$ cat src/sv/pidmc_pkg.sv
`default_nettype none

package pidmc_pkg;

  localparam int SampleW = 16;
  localparam int GainW   = 16;
  localparam int LimitW  = 15;
  localparam int OutLimW = 8;
  localparam int SumW    = 32;
  localparam int TermW   = SampleW;
  localparam int ProdW   = GainW + 1 + TermW;
  localparam int TotalW  = ProdW + 2;
  localparam int MagW    = 16;
  localparam int DirW    = 2;
  localparam int IndexW  = 3;
  localparam int DataW   = 16;

  typedef enum logic [IndexW-1:0] {
    REG_GAIN_P      = 3'd0,
    REG_GAIN_I      = 3'd1,
    REG_GAIN_OFFSET = 3'd2,
    REG_TARGET      = 3'd3,
    REG_INT_LIMIT   = 3'd4,
    REG_RATE_LIMIT  = 3'd5,
    REG_OUT_LIMIT   = 3'd6
  } pidmc_reg_t;

  localparam logic [DirW-1:0] DIR_ZERO = 2'b00;
  localparam logic [DirW-1:0] DIR_POS  = 2'b01;
  localparam logic [DirW-1:0] DIR_NEG  = 2'b11;

  typedef struct packed {
    logic [GainW-1:0]          gain_proportional;
    logic [GainW-1:0]          gain_integral;
    logic [GainW-1:0]          gain_offset;
    logic signed [SampleW-1:0] target_value;
    logic [LimitW-1:0]         integral_limit;
    logic [LimitW-1:0]         rate_limit;
    logic [OutLimW-1:0]        output_limit;
  } pidmc_cfg_t;

  localparam pidmc_cfg_t CFG_RESET = '{
    gain_proportional: 16'd0,
    gain_integral:     16'd0,
    gain_offset:       16'd0,
    target_value:      16'sd10,
    integral_limit:    15'd850,
    rate_limit:        15'd850,
    output_limit:      8'd90
  };

  typedef struct packed {
    logic signed [ProdW-1:0] p_term;
    logic signed [ProdW-1:0] i_term;
    logic signed [ProdW-1:0] d_term;
  } pidmc_terms_t;

endpackage

`default_nettype wire

$ cat src/sv/pidmc_if.sv
`default_nettype none

interface pidmc_in_if;
  logic                 valid;
  logic                 ready;
  logic signed [15:0]   error_sample;
  modport source (output valid, output error_sample, input ready);
  modport sink (input valid, input error_sample, output ready);
endinterface

interface pidmc_out_if;
  logic                 valid;
  logic                 ready;
  logic signed [1:0]    direction;
  logic [15:0]          correction_magnitude;
  modport source (output valid, output direction, output correction_magnitude, input ready);
  modport sink (input valid, input direction, input correction_magnitude, output ready);
endinterface

interface pidmc_cfg_if;
  logic                 valid;
  logic                 ready;
  logic [2:0]           index;
  logic [15:0]          data;
  modport source (output valid, output index, output data, input ready);
  modport sink (input valid, input index, input data, output ready);
endinterface

`default_nettype wire

$ cat src/sv/pidmc_terms.sv
`default_nettype none

module pidmc_terms
  import pidmc_pkg::*;
(
  input  pidmc_cfg_t                cfg_q,
  input  logic signed [SampleW-1:0] sample,
  input  logic signed [SumW-1:0]    sum,
  output pidmc_terms_t              terms
);

  logic signed [SumW-1:0]    int_lim;
  logic signed [SumW-1:0]    int_lim_neg;
  logic signed [TermW-1:0]   i_in;
  logic signed [SampleW:0]   diff;
  logic signed [SampleW:0]   rate_lim;
  logic signed [SampleW:0]   rate_lim_neg;
  logic signed [TermW-1:0]   d_in;
  logic signed [GainW:0]     kp;
  logic signed [GainW:0]     ki;
  logic signed [GainW:0]     kd;

  // symmetric clamp of the running sum
  always_comb begin
    int_lim     = $signed({{(SumW-LimitW){1'b0}}, cfg_q.integral_limit});
    int_lim_neg = -int_lim;
    if (sum > int_lim) begin
      i_in = int_lim[TermW-1:0];
    end else if (sum < int_lim_neg) begin
      i_in = int_lim_neg[TermW-1:0];
    end else begin
      i_in = sum[TermW-1:0];
    end
  end

  // symmetric clamp of sample minus setpoint
  always_comb begin
    diff         = {sample[SampleW-1], sample} -
                   {cfg_q.target_value[SampleW-1], cfg_q.target_value};
    rate_lim     = $signed({{(SampleW+1-LimitW){1'b0}}, cfg_q.rate_limit});
    rate_lim_neg = -rate_lim;
    if (diff > rate_lim) begin
      d_in = rate_lim[TermW-1:0];
    end else if (diff < rate_lim_neg) begin
      d_in = rate_lim_neg[TermW-1:0];
    end else begin
      d_in = diff[TermW-1:0];
    end
  end

  assign kp = $signed({1'b0, cfg_q.gain_proportional});
  assign ki = $signed({1'b0, cfg_q.gain_integral});
  assign kd = $signed({1'b0, cfg_q.gain_offset});

  assign terms.p_term = ProdW'(kp) * ProdW'(sample);
  assign terms.i_term = ProdW'(ki) * ProdW'(i_in);
  assign terms.d_term = ProdW'(kd) * ProdW'(d_in);

endmodule

`default_nettype wire

$ cat src/sv/pid_motor_correction.sv
// an accepted item passes the s1, s2, s3 and output registers before its result is offered
// throughput: one item per cycle while corrections.ready does not stall it, set by the four-stage pipeline
// (sum update, clamp and multiply, three-term add, sign and output clamp)
// rst (synchronous) clears the running sum and pipeline valids and
// loads the register defaults
`default_nettype none

module pid_motor_correction
  import pidmc_pkg::*;
(
  input  wire logic   clk,
  input  wire logic   rst,
  pidmc_in_if.sink    samples,
  pidmc_out_if.source corrections,
  pidmc_cfg_if.sink   cfg
);

  pidmc_cfg_t                cfg_q;
  logic signed [SumW-1:0]    error_sum;
  logic signed [SumW:0]      acc;
  logic signed [SumW-1:0]    sum_next;

  logic                      s1_valid;
  logic signed [SampleW-1:0] s1_sample;
  logic signed [SumW-1:0]    s1_sum;
  logic                      s2_valid;
  pidmc_terms_t              s2_terms;
  pidmc_terms_t              terms;
  logic                      s3_valid;
  logic signed [TotalW-1:0]  s3_total;
  logic signed [TotalW-1:0]  total_next;

  logic                      out_valid;
  logic [DirW-1:0]           out_direction;
  logic [MagW-1:0]           out_magnitude;
  logic [DirW-1:0]           dir_next;
  logic [TotalW-1:0]         abs_total;
  logic [MagW-1:0]           cap;
  logic [MagW-1:0]           mag_next;

  logic                      out_en;
  logic                      s3_en;
  logic                      s2_en;
  logic                      s1_en;
  logic                      in_accept;

  assign out_en    = !out_valid || corrections.ready;
  assign s3_en     = !s3_valid || out_en;
  assign s2_en     = !s2_valid || s3_en;
  assign s1_en     = !s1_valid || s2_en;
  assign in_accept = samples.valid && s1_en && !rst;

  assign samples.ready = s1_en && !rst;
  assign cfg.ready     = !rst;

  // configuration registers
  always_ff @(posedge clk) begin
    if (rst) begin
      cfg_q <= CFG_RESET;
    end else if (cfg.valid) begin
      unique case (cfg.index)
        REG_GAIN_P:      cfg_q.gain_proportional <= cfg.data[GainW-1:0];
        REG_GAIN_I:      cfg_q.gain_integral <= cfg.data[GainW-1:0];
        REG_GAIN_OFFSET: cfg_q.gain_offset <= cfg.data[GainW-1:0];
        REG_TARGET:      cfg_q.target_value <= $signed(cfg.data[SampleW-1:0]);
        REG_INT_LIMIT:   cfg_q.integral_limit <= cfg.data[LimitW-1:0];
        REG_RATE_LIMIT:  cfg_q.rate_limit <= cfg.data[LimitW-1:0];
        REG_OUT_LIMIT:   cfg_q.output_limit <= cfg.data[OutLimW-1:0];
        default: ;
      endcase
    end
  end

  // saturating running sum
  always_comb begin
    acc = {error_sum[SumW-1], error_sum} +
          {{(SumW+1-SampleW){samples.error_sample[SampleW-1]}}, samples.error_sample};
    if (acc[SumW] != acc[SumW-1]) begin
      sum_next = acc[SumW] ? {1'b1, {(SumW-1){1'b0}}} : {1'b0, {(SumW-1){1'b1}}};
    end else begin
      sum_next = acc[SumW-1:0];
    end
  end

  always_ff @(posedge clk) begin
    if (rst) begin
      error_sum <= '0;
    end else if (in_accept) begin
      error_sum <= sum_next;
    end
  end

  always_ff @(posedge clk) begin
    if (rst) begin
      s1_valid <= 1'b0;
    end else if (s1_en) begin
      s1_valid <= samples.valid;
    end
  end

  always_ff @(posedge clk) begin
    if (in_accept) begin
      s1_sample <= samples.error_sample;
      s1_sum    <= sum_next;
    end
  end

  pidmc_terms u_terms (
    .cfg_q  (cfg_q),
    .sample (s1_sample),
    .sum    (s1_sum),
    .terms  (terms)
  );

  always_ff @(posedge clk) begin
    if (rst) begin
      s2_valid <= 1'b0;
    end else if (s2_en) begin
      s2_valid <= s1_valid;
    end
  end

  always_ff @(posedge clk) begin
    if (s2_en && s1_valid) begin
      s2_terms <= terms;
    end
  end

  assign total_next = {{2{s2_terms.p_term[ProdW-1]}}, s2_terms.p_term} +
                      {{2{s2_terms.i_term[ProdW-1]}}, s2_terms.i_term} +
                      {{2{s2_terms.d_term[ProdW-1]}}, s2_terms.d_term};

  always_ff @(posedge clk) begin
    if (rst) begin
      s3_valid <= 1'b0;
    end else if (s3_en) begin
      s3_valid <= s2_valid;
    end
  end

  always_ff @(posedge clk) begin
    if (s3_en && s2_valid) begin
      s3_total <= total_next;
    end
  end

  // sign, magnitude and output clamp
  always_comb begin
    cap = {cfg_q.output_limit, 8'h00};
    if (s3_total[TotalW-1]) begin
      dir_next  = DIR_NEG;
      abs_total = -s3_total;
    end else if (s3_total != '0) begin
      dir_next  = DIR_POS;
      abs_total = s3_total;
    end else begin
      dir_next  = DIR_ZERO;
      abs_total = '0;
    end
    if (abs_total > {{(TotalW-MagW){1'b0}}, cap}) begin
      mag_next = cap;
    end else begin
      mag_next = abs_total[MagW-1:0];
    end
  end

  always_ff @(posedge clk) begin
    if (rst) begin
      out_valid <= 1'b0;
    end else if (out_en) begin
      out_valid <= s3_valid;
    end
  end

  always_ff @(posedge clk) begin
    if (out_en && s3_valid) begin
      out_direction <= dir_next;
      out_magnitude <= mag_next;
    end
  end

  assign corrections.valid                = out_valid;
  assign corrections.direction            = $signed(out_direction);
  assign corrections.correction_magnitude = out_magnitude;

`ifndef SYNTH
  a_sum_holds: assert property (@(posedge clk) disable iff (rst)
    !in_accept |=> $stable(error_sum))
    else $error("running sum changed without an item");

  a_zero_dir_zero_mag: assert property (@(posedge clk) disable iff (rst)
    (out_valid && out_direction == DIR_ZERO) |-> out_magnitude == '0)
    else $error("zero direction with nonzero magnitude");

  a_stall_full: assert property (@(posedge clk) disable iff (rst)
    !samples.ready |-> (s1_valid && s2_valid && s3_valid && out_valid))
    else $error("input stalled with a free pipeline stage");
`endif

endmodule

`default_nettype wire

$ cat src/flat_wrapper.sv
// flat-port wrapper written by rule: the top's interface ports become plain ports
module pid_motor_correction_flat import pidmc_pkg::*;
  (clk, rst, samples_valid, samples_error_sample, samples_ready, corrections_valid, corrections_direction, corrections_correction_magnitude, corrections_ready, cfg_valid, cfg_index, cfg_data, cfg_ready);
  pidmc_in_if samples_i ();
  pidmc_out_if corrections_i ();
  pidmc_cfg_if cfg_i ();
  input  wire logic clk;
  input  wire logic rst;
  input wire logic [$bits(samples_i.valid)-1:0] samples_valid;
  input wire logic [$bits(samples_i.error_sample)-1:0] samples_error_sample;
  output wire logic [$bits(samples_i.ready)-1:0] samples_ready;
  output wire logic [$bits(corrections_i.valid)-1:0] corrections_valid;
  output wire logic [$bits(corrections_i.direction)-1:0] corrections_direction;
  output wire logic [$bits(corrections_i.correction_magnitude)-1:0] corrections_correction_magnitude;
  input wire logic [$bits(corrections_i.ready)-1:0] corrections_ready;
  input wire logic [$bits(cfg_i.valid)-1:0] cfg_valid;
  input wire logic [$bits(cfg_i.index)-1:0] cfg_index;
  input wire logic [$bits(cfg_i.data)-1:0] cfg_data;
  output wire logic [$bits(cfg_i.ready)-1:0] cfg_ready;
  assign samples_i.valid = samples_valid;
  assign samples_i.error_sample = samples_error_sample;
  assign samples_ready = samples_i.ready;
  assign corrections_valid = corrections_i.valid;
  assign corrections_direction = corrections_i.direction;
  assign corrections_correction_magnitude = corrections_i.correction_magnitude;
  assign corrections_i.ready = corrections_ready;
  assign cfg_i.valid = cfg_valid;
  assign cfg_i.index = cfg_index;
  assign cfg_i.data = cfg_data;
  assign cfg_ready = cfg_i.ready;
  pid_motor_correction u_core (.clk(clk), .rst(rst), .samples(samples_i), .corrections(corrections_i), .cfg(cfg_i));
endmodule
$ cat config.mk
export PLATFORM = sky130hd
export DESIGN_NAME = pid_motor_correction_flat
export DESIGN_NICKNAME = d
export VERILOG_FILES = /design/src/sv/pidmc_pkg.sv /design/src/sv/pidmc_if.sv /design/src/sv/pidmc_terms.sv /design/src/sv/pid_motor_correction.sv /design/src/flat_wrapper.sv
export SDC_FILE = /design/constraint.sdc
export NUM_CORES = 2
export LEC_CHECK = 0
export BUFFER_PORTS_ARGS = -buffer_cell sky130_fd_sc_hd__buf_4
export CAP_MARGIN = 15
export CORE_UTILIZATION = 55
export CTS_BUF_LIST = sky130_fd_sc_hd__clkbuf_4 sky130_fd_sc_hd__clkbuf_8
export DETAILED_ROUTE_END_ITERATION = 10
export GPL_TIMING_DRIVEN = 0
export PLACE_DENSITY = 0.83
export SYNTH_ARGS = -nofsm -noshare
export SYNTH_HDL_FRONTEND = slang
export SYNTH_SLANG_ARGS = --single-unit
$ cat constraint.sdc
create_clock -name clk -period 23.4 [get_ports clk]
set_input_delay 3.51 -clock clk [delete_from_list [all_inputs] [get_ports clk]]
set_output_delay 3.51 -clock clk [all_outputs]
set_load 0.01 [all_outputs]
# Word-level counts from Yosys, hierarchy flattened
# Index checks and enable logic that the tools add are counted.
[totals]
register_bits = 338
rom_bits = 0
mem_bits_rw = 0
memories = 0
latchBits = 0
word_cells = 77
out_inout_bits = 21
[op_classes]
shift = 0
reduce_logical = 24
n_mul = 3
n_eq_ne = 7
order_cmp = 5
n_div = 0
addsub = 7
muxes = 10
bitwise_logic = 0
[op_table]
columns = ["operator", "count"]
rows = [
  ["17-bit by 16-bit multiplier with 33-bit output", 3],
  ["16-bit two-way mux", 5],
  ["32-bit two-way mux", 2],
  ["35-bit adder", 1],
  ["35-bit by 16-bit > comparator with 1-bit output", 1],
  ["35-bit two-way mux", 1],
  ["35-bit negator", 1],
  ["35-bit nonzero test", 1],
  ["33-bit by 33-bit adder with 34-bit output", 1],
  ["34-bit two-way mux", 1],
  ["32-bit by 16-bit adder with 33-bit output", 1],
  ["32-bit by 16-bit > comparator with 1-bit output", 1],
  ["32-bit less-than comparator", 1],
  ["15-bit negator with 32-bit output", 1],
  ["17-bit by 16-bit > comparator with 1-bit output", 1],
  ["17-bit less-than comparator", 1],
  ["15-bit negator with 17-bit output", 1],
  ["16-bit by 16-bit subtractor with 17-bit output", 1],
  ["2-bit AND reduction", 7],
  ["3-bit == test, second input constant", 3],
  ["3-bit by 2-bit == test with 1-bit output, second input constant", 2],
  ["1-bit logical AND", 6],
  ["1-bit zero test", 5],
  ["1-bit logical OR", 4],
  ["other kinds (4)", 4],
]

# Logic depth before layout (Yosys ltp)
[logic_depth]
word_depth = 7
ltp_mapped = 47
depth_no_buf = 44

# Hierarchy
# Synthesis repeated with hierarchy kept, for this count alone.
[hier_totals]
hier_cells = 5380
hier_area_um2 = 48246.3
[modules_own_cells]
columns = ["module", "area_per_inst_um2", "seq_area_each_um2", "cells_per_inst", "n_inst"]
rows = [
  ["pidmc_terms", 31934.4, 0.0, 3828, 1],
  ["pid_motor_correction", 16311.9, 8768.4, 1552, 1],
]

# Worst setup path after synthesis
# No wires, ideal clock.
[synth_timing]
path_type = "register -> register"
startpoint = "register u_core.s1_sample[0]"
endpoint = "register u_core.s2_terms[29] (netlist name) (data pin)"
setup_slack_ps = 13341
arrival_time_ps = 9922
period_less_slack_ps = 10059
setup_ps = 138
stages_incl_launch_ff = 44
path_buffers = 4
cell_sequence = "edfxtp_1 clkbuf_1 inv_1 ha_1 fa_1 nor2b_1 o31a_1 o21a_1 a21o_1 a21oi_1 xnor2_1 ha_1 a21oi_1 nor2_1 a2111oi_0 nor2_1 nor2_1 a22oi_1 [8 not listed] fa_1 fa_1 inv_1 fa_1 inv_1 fa_1 inv_1 ha_1 nand2_1 inv_1 a311oi_1 nand2_1 a221o_1 a221oi_1 nand2_1 a31o_2 or4_1 nand4_1"
[synth_lines]
columns = ["item", "line_no", "text"]
rows = [
  ["from (decl)", "pid_motor_correction.sv:24", "logic signed [SampleW-1:0] s1_sample;"],
  ["from (signal assigned)", "pid_motor_correction.sv:103", "s1_sample <= samples.error_sample;"],
  ["to (signal assigned)", "pid_motor_correction.sv:125", "s2_terms <= terms;"],
  ["to (decl)", "pid_motor_correction.sv:27", "pidmc_terms_t s2_terms;"],
]

==> impl_metrics.py <==
metrics = {
    "status": {
        "outcome": "finished clean",
    },
    "sta": {
        "setup_viol": 0,
        "holdWs_ns": 0.458,
        "period_share_pct": 57.0,
        "rsz0062_at_grt": "false",
        "tightestPinTransition_ns": 1.19,
        "tns_ns": 0,
        "hold_viol_final": 0,
        "finClkSkew_ns": 0.0639,
        "fin_crit_ns": 13.34,
        "max_slew_margin_pct": 20.8,
        "max_freq_ghz": 0.0750,
        "slew_viol_final": 0,
    },
    "clock_network": {
        "clock_latency_ns": 0.71,
        "cts.sinks": 338,
        "postCtsSetupRepairBufs": 0,
        "cts.repair.resized": 0,
        "path_clk_slew_ns": 0.06,
        "cts_root_buf": "clkbuf_8",
        "cts_max_path_buffers": 3,
        "numCtsBuffers": 57,
        "cts_tree": "done",
        "postCtsHoldBufs": 0,
        "h-tree-depth": 2,
    },
    "power_and_ir_drop": {
        "vdd_drop_max_uv": 42.6,
        "p_per_area_mw_per_mm2": 52.8,
        "p_leak_nw": 23.8,
    },
    "critical_path": {
        "timing.reg2reg.setup_slack_ns": 10.06,
        "critPathKind": "reg -> reg",
        "crit_family": "adder cells",
        "cp.arrival_ns": 13.80,
        "start_kind": "flip-flop",
        "crit_buf_inv": 8,
        "cp_data_required_time_ns": 23.86,
        "endpoint_kind": "flip-flop",
        "cpPeakStageDelay_ns": 0.83,
        "critPathSlowestCell": "o22ai_1",
        "path_max_fanout": 10,
        "worst_path_most_repeated_cell": "fa_1",
    },
    "routing": {
        "vias": 38300,
        "wl_per_cell_um": 19.5,
        "drc": 0,
        "first_pass_iters": 6,
        "routed_wl_um": 128000,
        "postRouteAntennaNets": 0,
        "viasPerCell": 5.82,
        "drt_iter0_drc": 3158,
    },
    "logic_synthesis": {
        "synth_area_per_cell_um2": 8.92,
        "synthesis.nets": 6460,
        "synth_warnings": 0,
        "synthArstFlopShare_pct": 0,
        "synthDistinctLibCells": 79,
        "synth_edf_count": 200,
        "yosysSeqAreaShare_pct": 18.7,
        "netlist_area_mm2": 0.0470,
        "ys.flop_type": "edfxtp_1",
        "yosys_register_bits": 338,
        "synthesis.instances": 5265,
    },
    "die": {
        "rows": 106,
        "core_mm2": 0.0841,
        "die-area_mm2": 0.0866,
        "die_w_um": 294,
        "die_y_um": 294,
        "initial_utilization_pct": 55.9,
        "ios": 61,
    },
    "placement": {
        "place.gp.congestion": 1.00,
        "placed_area_mm2": 0.0490,
        "hpwl_um": 103000,
        "numPortBuffers": 58,
    },
    "global_routing": {
        "grt_pass1_wl_um": 206000,
        "grt_max_degree": 50,
        "grtUsageTotal_pct": 30.3,
        "gr-total-overflow": 0,
        "grt_pass1_vias": 39000,
        "antenna_found_initial": 5,
    },
    "layout": {
        "fin_nets": 6587,
        "postLayoutCellArea_mm2": 0.0505,
        "n_fill_cell": 7053,
        "drive_above_1_share_pct": 4.06,
        "area_growth_pct": 7.48,
    },
    "worst_hold_path": {
        "hold_class": "reg -> reg",
    },
    "run": {
        "cap_violations": 0,
    },
}
layout make-up:
| cell class | instances | area (um^2) | share of cell area [%] |
|---|---|---|---|
| Antenna cell | 5 | 12.5 | 0.0248 |
| Buffer | 189 | 737 | 1.46 |
| Clock buffer | 74 | 981 | 1.94 |
| Clock inverter | 32 | 510 | 1.01 |
| Inverter | 814 | 3060 | 6.05 |
| Multi-Input combinational cell | 3924 | 34500 | 68.2 |
| Sequential cell | 338 | 8770 | 17.4 |
| Tap cell | 1134 | 1420 | 2.81 |
| Timing Repair Buffer | 68 | 558 | 1.11 |
report_power, final:
| part | switching, W | internal, W |
|---|---|---|
| Combinational | 0.000738 | 0.000461 |
| Sequential | 0.0000565 | 0.000727 |
| Clock | 0.000272 | 0.000413 |
| Total | 0.00107 | 0.00160 |
flip-flops by register name, summed over array words and instances (netlist names), 2 cells and up:
register / count
u_core.s1_sum: 32
u_core.corrections.direction: 2
u_core.s1_sample: 16
u_core.error_sum: 32
u_core.s3_total: 35
u_core.cap: 8
u_core.corrections.correction_magnitude: 16
u_core.s2_terms: 99
u_core.cfg_q: 94
routing by layer:
metal,vias to the layer above,part of all wire [%],global-route usage (%)
met3,440,8.6,4.81
met5,-,0.012,0
met2,1762,46,49.8
met4,2,6.2,16.4
li1,17600,-,-
met1,18500,39,38.3
kinds of logic after synthesis:
logic type	after synthesis	share of synthesized area, %
and+or+nand+nor	1686	17.4
adders and majority gates	1156	40.1
buffers and inverters	1003	8.07
AOI/OAI and AO/OA	862	11.6
DFF	338	18.7
xor gates and xnor gates	213	3.97
muxes	7	0.154
worst min-delay path: stages (launching register included):
cell	delay, ns
dfxtp_1	0.31
nand2_1	0.05
a21oi_1	0.05
through the flow:
| step | std cells | setup slack, ns | utilization [%] | total power [W] |
|---|---|---|---|---|
| global route | 6576 | 9.64 | 60.0 | 0.00283 |
| detailed placement | 6467 | 10.49 | 58.3 | 0.00196 |
| finish | 6578 | 10.06 | 60.1 | 0.00267 |
| CTS | 6573 | 10.37 | 60.0 | 0.00266 |
| global placement | 6457 | 10.63 | 58.1 | 0.00193 |
| floorplan | 5265 | 13.34 | - | 0.00162 |
cell usage after synthesis, types with 11 or more instances:
cell,count,share of area [%]
inv_1,814,6.5
nand2_1,768,6.1
fa_1,586,25
ha_1,569,15
a21oi_1,300,3.2
and2_1,233,3.1
edfxtp_1,200,13
clkbuf_1,179,1.4
nor2_1,176,1.4
xnor2_1,155,2.9
dfxtp_1,138,5.9
o21ai_0,134,1.4
nor2b_1,108,1.4
a21o_1,94,1.5
nor3_1,73,0.78
nand2b_1,61,0.81
xor2_1,58,1.1
nand4_1,54,0.72
nand3_1,53,0.56
o21a_1,42,0.67
a22oi_1,41,0.66
a211oi_1,34,0.54
and3_1,33,0.44
o21bai_1,31,0.50
or3_1,31,0.41
o211ai_1,29,0.46
a31oi_1,28,0.37
nor4_1,23,0.31
and4_1,21,0.39
or2_2,18,0.24
o21ai_1,16,0.17
o31ai_1,13,0.21
or4_1,11,0.18
worst paths after layout:
| kind | start | end | depth (start not counted) |
|---|---|---|---|
| setup reg to reg | u_core.s1_sample[1] | u_core.s2_terms[29] | 42 |
| hold / removal | u_core.cfg_q[46] | u_core.cfg_q[46] | 2 |
| setup / recovery | u_core.s1_sample[1] | u_core.s2_terms[29] | 42 |
| hold reg to reg | u_core.cfg_q[46] | u_core.cfg_q[46] | 2 |
cell usage in the layout, fill, tap and decap left out, types with 155 or more instances in the layout:
master and n:
clkbuf_1 179, fa_1 586, a21oi_1 300, and2_1 233
edfxtp_1 200, xnor2_1 155, inv_1 813, nand2_1 768
ha_1 569, nor2_1 176
(Power assumes the default switching activity.)
